**config.mk**
```make
export PLATFORM = sky130hd
export DESIGN_NAME = mvt_cfg_flat
export DESIGN_NICKNAME = d
export VERILOG_FILES = /design/src/hdl/mvt_pkg.sv /design/src/hdl/mvt_if.sv /design/src/hdl/mvt_cfg.sv /design/src/flat_wrapper.sv
export SDC_FILE = /design/constraint.sdc
export NUM_CORES = 1
export LEC_CHECK = 0
export BUFFER_PORTS_ARGS = -buffer_cell sky130_fd_sc_hd__buf_2
export CAP_MARGIN = 20
export CORE_AREA = 4 4 228 230
export CTS_BUF_LIST = sky130_fd_sc_hd__clkbuf_4
export DETAILED_ROUTE_END_ITERATION = 8
export DIE_AREA = 0 0 232 234
export HOLD_SLACK_MARGIN = 0.12
export MAX_ROUTING_LAYER = met4
export PLACE_DENSITY = 0.78
export REMOVE_ABC_BUFFERS = 1
export SKIP_LAST_GASP = 1
export SLEW_MARGIN = 20
export SYNTH_ARGS = -nofsm -noshare
export SYNTH_HDL_FRONTEND = slang
export SYNTH_SLANG_ARGS = --single-unit
```
**constraint.sdc**
```tcl
create_clock -name clk -period 1.3 [get_ports clk]
set_clock_uncertainty 0.05 [all_clocks]
set_input_delay 0.065 -clock clk [delete_from_list [all_inputs] [get_ports clk]]
set_output_delay 0.065 -clock clk [all_outputs]
set_load 0.02 [all_outputs]
```
**src/hdl/mvt_pkg.sv**
```systemverilog
// Package for the 4x4 matrix-vector transform engine.
// Holds the field widths, the payload structs, the register index codes and the
// pipeline stage numbering. Every other file depends on it.
package mvt_pkg;

  localparam int MAX_DIM        = 4;
  localparam int DIM_DEF        = 4;
  localparam int DATA_WIDTH_DEF = 32;
  localparam int FRAC_BITS_DEF  = 16;

  localparam int FIELD_W    = 32;
  localparam int CFG_IDX_W  = 4;
  localparam int CFG_DATA_W = 64;

  // 1.0 in Q16.16; narrower data widths keep its low bits.
  localparam logic [FIELD_W-1:0] UNIT_COEF = 32'h0001_0000;

  // Pipeline stages, numbered from the input side.
  localparam int STG_MUL    = 0;
  localparam int STG_PAIR   = 1;
  localparam int STG_SUM    = 2;
  localparam int STG_SAT    = 3;
  localparam int STG_OUT    = 4;
  localparam int NUM_STAGES = 5;

  typedef enum logic [CFG_IDX_W-1:0] {
    REG_ROW0_COLS01 = 4'd0,
    REG_ROW0_COLS23 = 4'd1,
    REG_ROW1_COLS01 = 4'd2,
    REG_ROW1_COLS23 = 4'd3,
    REG_ROW2_COLS01 = 4'd4,
    REG_ROW2_COLS23 = 4'd5,
    REG_ROW3_COLS01 = 4'd6,
    REG_ROW3_COLS23 = 4'd7
  } cfg_reg_t;

  // Register holding a coefficient, by row and by column pair.
  localparam cfg_reg_t COEF_REG [MAX_DIM][2] = '{
    '{REG_ROW0_COLS01, REG_ROW0_COLS23},
    '{REG_ROW1_COLS01, REG_ROW1_COLS23},
    '{REG_ROW2_COLS01, REG_ROW2_COLS23},
    '{REG_ROW3_COLS01, REG_ROW3_COLS23}
  };

  typedef struct packed {
    logic signed [FIELD_W-1:0] vec_w;
    logic signed [FIELD_W-1:0] vec_z;
    logic signed [FIELD_W-1:0] vec_y;
    logic signed [FIELD_W-1:0] vec_x;
  } vec_t;

  typedef struct packed {
    logic                      overflow;
    logic signed [FIELD_W-1:0] out_w;
    logic signed [FIELD_W-1:0] out_z;
    logic signed [FIELD_W-1:0] out_y;
    logic signed [FIELD_W-1:0] out_x;
  } res_t;

  typedef struct packed {
    logic [CFG_IDX_W-1:0]  index;
    logic [CFG_DATA_W-1:0] wdata;
  } cfg_t;

  // Load enables of the pipeline stages, one per stage.
  typedef struct packed {
    logic [NUM_STAGES-1:0] load;
  } ctrl_t;

endpackage

```
**src/hdl/mvt_if.sv**
```systemverilog


interface mvt_cfg_if;
  logic          valid;
  logic          ready;
  mvt_pkg::cfg_t data;
  modport source (output valid, output data, input ready);
  modport sink   (input valid, input data, output ready);
endinterface

```
**src/hdl/mvt_cfg.sv**
```systemverilog
// Coefficient register file of the transform engine.
// Unpacks 64-bit register writes into signed coefficients; uses mvt_pkg and mvt_if.
module mvt_cfg #(
  parameter int DIM        = mvt_pkg::DIM_DEF,
  parameter int DATA_WIDTH = mvt_pkg::DATA_WIDTH_DEF
) (
  input  logic                                   clk,
  input  logic                                   rst,
  mvt_cfg_if.sink                                cfg,
  output logic [DIM-1:0][DIM-1:0][DATA_WIDTH-1:0] coef
);

  localparam int HALF_W = mvt_pkg::CFG_DATA_W / 2;

  logic wr;

  assign cfg.ready = 1'b1;
  assign wr = cfg.valid && cfg.ready;

  for (genvar r = 0; r < DIM; r++) begin : g_row
    for (genvar c = 0; c < DIM; c++) begin : g_col
      // Even columns sit in the low half of their register, odd ones in the high half.
      always_ff @(posedge clk) begin
        if (rst) begin
          coef[r][c] <= (r == c) ? mvt_pkg::UNIT_COEF[DATA_WIDTH-1:0] : '0;
        end else if (wr && cfg.data.index == mvt_pkg::COEF_REG[r][c >> 1]) begin
          coef[r][c] <= cfg.data.wdata[(c & 1) * HALF_W +: DATA_WIDTH];
        end
      end
    end
  end

endmodule

```
**src/flat_wrapper.sv**
```systemverilog
// flat-port wrapper written by rule: the top's interface ports become plain ports
module mvt_cfg_flat 
#(
  parameter int DIM        = mvt_pkg::DIM_DEF,
  parameter int DATA_WIDTH = mvt_pkg::DATA_WIDTH_DEF
)
  (clk, rst, coef, cfg_valid, cfg_data, cfg_ready);
  mvt_cfg_if cfg_i ();
  input  logic clk;
  input  logic rst;
  output logic [DIM-1:0][DIM-1:0][DATA_WIDTH-1:0] coef;
  input wire logic [$bits(cfg_i.valid)-1:0] cfg_valid;
  input wire logic [$bits(cfg_i.data)-1:0] cfg_data;
  output wire logic [$bits(cfg_i.ready)-1:0] cfg_ready;
  assign cfg_i.valid = cfg_valid;
  assign cfg_i.data = cfg_data;
  assign cfg_ready = cfg_i.ready;
  mvt_cfg #(.DIM(DIM), .DATA_WIDTH(DATA_WIDTH)) u_core (.clk(clk), .rst(rst), .cfg(cfg_i), .coef(coef));
endmodule
```
# Yosys cells after proc, flatten, opt, wreduce, memory -nomap -nowiden
# Index checks and enable logic that the tools add are counted.
# Widths: inputs -> output; s select.
# word_totals
elab_cells,32
input_bits,71
out_inout_bits,513
reg_bits,512
# classes
n_eq_ne,7
n_reduce_logical,9
# op_table
operator,count
$eq 4x3->1 const B,4
$eq 4x2->1 const B,2
$logic_and 1x1->1,8
$eq 4x1->1 const B,1
$logic_not 4->1,1

# Depth between registers and ports, before layout
# depth
ltp_word,2
ltp_mapped,7
mapped_depth_nobuf,3

# Worst setup path after synthesis
# OpenSTA, ideal clock, no wires.
# synth_path
path_kind,input to register
start,input rst
end,"register, netlist name u_core.coef[296]"
stages,7
arrival_ns,1.118
setup_time_ns,0.130
path_slack_ns,0.002
required_ns,1.120
n_path_buf,5
path_cell_list,buf_2 buf_2 buf_2 clkbuf_1 clkbuf_1 nand2b_1 mux2i_1
# synth_rtl
element,line,text
"start, declared",flat_wrapper.sv:10,input logic rst;

# Worst setup path in the final report
# layout_path
start,"register, netlist name u_core.coef[380]"
end,output coef[380] in the netlist's numbering
# layout_rtl
element,line,text
"end, declared",flat_wrapper.sv:11,output logic [DIM-1:0][DIM-1:0][DATA_WIDTH-1:0] coef;
# No word-level cell between the ends.

==> results.cfg <==
[power]
p_total_mw = 33.5
peakVddDrop_v = 0.000845
p_leak_nw = 17.3
pwr_density_cell_mw_per_mm2 = 998

[placement]
finalWeightedCongestion = 0.850
post-dp-hpwl_um = 42400
preCtsSetupSlack_ns = -0.144
buffer_ports.inserted = 582

[yosys]
cell_types_occupying_the_most_area_after_synthesis = dfxtp_1 (52%), mux2i_1 (26%), nand2b_1 (18%)
syn_inst_count = 1800
async_flop_share_pct = 0
syn_avg_cell_area_um2 = 11.0
synth_cell_count_leaders = nand2b_1 (572), dfxtp_1 (512), mux2i_1 (512)
synth.most_common_cell = nand2b_1
synth_simple_gate_area_share_pct = 18.5
top_cell_type_s_share_of_synthesized_area_pct = 51.6
post_synth_xor_area_fraction_pct = 0
ys_dominant_reg_cell = dfxtp_1
synthMuxAreaShare_pct = 25.8
ys_seq_area_share_pct = 51.6
synth_enable_flop_cells = 0
netlist-cell-type-count = 16
yosys_register_bits = 512
synth.cell_area_mm2 = 0.0199
yosys.area_share.adder_pct = 0
synthDominantAreaCellType = dfxtp_1
yosys_warnings = 0
synth_compound_gate_area_share_pct = 0
combinational_family_with_the_most_area_after_synthesis = multiplexers

[setup_path]
worst_path_largest_cell_delay_ns = 0.40
timing.critical_path.from = u_core.coef[380]
reg2reg_slack_ns = 0.10
critical_path.reg2reg.endpoint = u_core.coef[89]
worst-endpoint-arrival_ns = 1.56
worst-setup-path-type = reg -> out
timing.critical_path.max_delay_family = flip-flops
worstPathMaxFanout = 2
critical_path.endpoint_type = output port
startpoint_kind_of_the_worst_setup_timing_path = flip-flop
end_point_of_the_critical_path = coef[380]
worst_r2r_startpoint = u_core.coef[89]
cp_cell_sequence = buf_6
cp.buffers_inverters = 1
slowest_stage = dfxtp_2
cp.depth = 1
worst_r2r_path_depth = 3
worst-endpoint-required_ns = 1.19

[global_route]
total_gr_overflow = 0
gr-usage-met3_pct = 9.51
grt_use_met1_pct = 29.2
number_of_antenna_violations_at_the_first_check_in_global_routing = 2
largest_net_degree_at_the_start_of_global_routing = 63
first_global_vias = 19800
busiest_layer = met2
global_route_wire_length_before_repair_um = 116000
grt_util_all_layers_pct = 28.4
met2_usage_pct = 47.3

[clock_network]
clock_insertion_delay_worst_skew_ns = 0.99
cts.path.max_buffers = 3
tritoncts = done
clock-root-buffer = clkbuf_4
cts_htree_levels = 4
cts_made_buffers = 133
cts.clk_slew.worst_paths_ns = 0.09
cts.sink_count = 512

[min_path]
min_delay_path_depth = 5
timing.hold.worst.start = cfg_valid
min-delay-path-class = in -> reg

[sta]
finalWorstSetupSlack_ns = -0.377
worst_slew_pin_slew_ns = 0.553
grt_setup_unrepaired = yes
final-hold-violation-count = 269
setup-violations-final = 578
time_the_worst_path_needs_with_i_o_delays_and_setup_ns = 1.68
timing.slew.headroom_pct = 63.1
max_freq_mhz = 596
setup_tns_ns = -157.47
hold_slack_ns = -0.258
layout_worst_path_cycle_share_pct = 129
slew_violations = 0

[route]
vias_per_cell = 5.25
wirelength_um = 91100
detail_route.wl_per_cell_um = 24.8
route.vias.total = 19300
detail_route.iter0.violations = 1361
drt_first_pass_iters = 5
detail-route-antenna-nets = 0
drc = 0

[floorplan]
die_w_um = 232
die_area_mm2 = 0.0543
core_area_mm2 = 0.0499
ioPinCount = 584
fp.dieH_um = 234
placement_rows = 82
start_util_pct = 39.8

[final_layout]
finalNetCount = 2980
area_delta_synth_final_pct = 68.8
final_layout_size_suffix_gt1_share_pct = 57.9
largest_register_ffs = 512
biggestRegsByFlops = u_core.coef x512
largest-register = u_core.coef

[run_status]
violations_in_the_final_reports = hold timing, setup timing
status = finished with violations

[run]
timing.max_cap.violations = 0
==> report_power, final <==
group | internal (mW) | total (mW) | switching (mW) | leakage [nW]
logic | 1.61 | 3.13 | 1.52 | 11.9
registers | 15.9 | 16.1 | 0.187 | 4.39
clock network | 6.62 | 14.3 | 7.65 | 0.938
==> cells by family after synthesis <==
kind of cell / count (synthesis)
AND/OR/NAND/NOR: 593
multiplexers: 512
flip-flops: 512
buffers and inverters: 182
other: 1
==> through the flow <==
| step | cell area [um2] | utilization [%] | instances |
|---|---|---|---|
| 2_1_floorplan | 19100 | - | 1618 |
| 6_report | 33500 | 67.3 | 3673 |
| 5_1_grt | 33500 | 67.3 | 3673 |
| 3_5_place_dp | 24100 | 48.4 | 2974 |
| 3_3_place_gp | 24100 | 48.4 | 2974 |
| 4_1_cts | 31800 | 63.7 | 3448 |
==> area by class of cell <==
class / instances / area [um2]
fillers: 2914 / 16300
clock buffers: 180 / 1350
well taps: 672 / 841
clock inverters: 43 / 196
diodes: 4 / 10.0
repair buffers: 1156 / 11300
multi-input cells: 1106 / 8880
flip-flops and latches: 512 / 10900
==> worst min-delay path by stage <==
stage | to | slack [ns]
after floorplan | u_core.coef[16] | 0.18
after global placement | u_core.coef[16] | 0.31
after detailed placement | u_core.coef[336] | 0.34
after CTS | u_core.coef[422] | 0.15
after global routing | u_core.coef[494] | -0.31
final | u_core.coef[497] | -0.26
==> placed cells by master, fill, tap and decap left out, types with 2 or more instances in the layout <==
| master | n |
|---|---|
| dlygate4sd3_1 | 134 |
| dfxtp_4 | 13 |
| diode_2 | 4 |
| buf_6 | 514 |
| buf_12 | 38 |
| mux2i_1 | 512 |
| buf_2 | 67 |
| nor2_1 | 6 |
| buf_4 | 397 |
| clkinv_1 | 29 |
| dfxtp_2 | 499 |
| clkbuf_16 | 2 |
| buf_16 | 2 |
| nand4_1 | 2 |
| inv_2 | 8 |
| clkbuf_4 | 180 |
| nand2b_1 | 572 |
| dlymetal6s4s_1 | 2 |
| nand2_4 | 4 |
| clkinv_2 | 4 |
==> per-layer routing <==
layer / share of wire, % / vias up
met5: 0 / -
met4: 7.2 / 0
met3: 10 / 499
met2: 48 / 1385
met1: 35 / 9241
li1: - / 8140
==> repair_timing <==
| action | 4_1_cts | 5_1_grt |
|---|---|---|
| resized for setup | 1537 | 25 |
| hold buffers | 143 | 3 |
| pin swaps | 0 | 3 |
| setup buffers | 108 | 228 |
| endpoints found under the hold margin | 512 | 508 |
| endpoints found under the setup margin | 512 | 523 |
| gates cloned | 0 | 2 |
No activity file was read; power rests on OpenSTA's default activity.
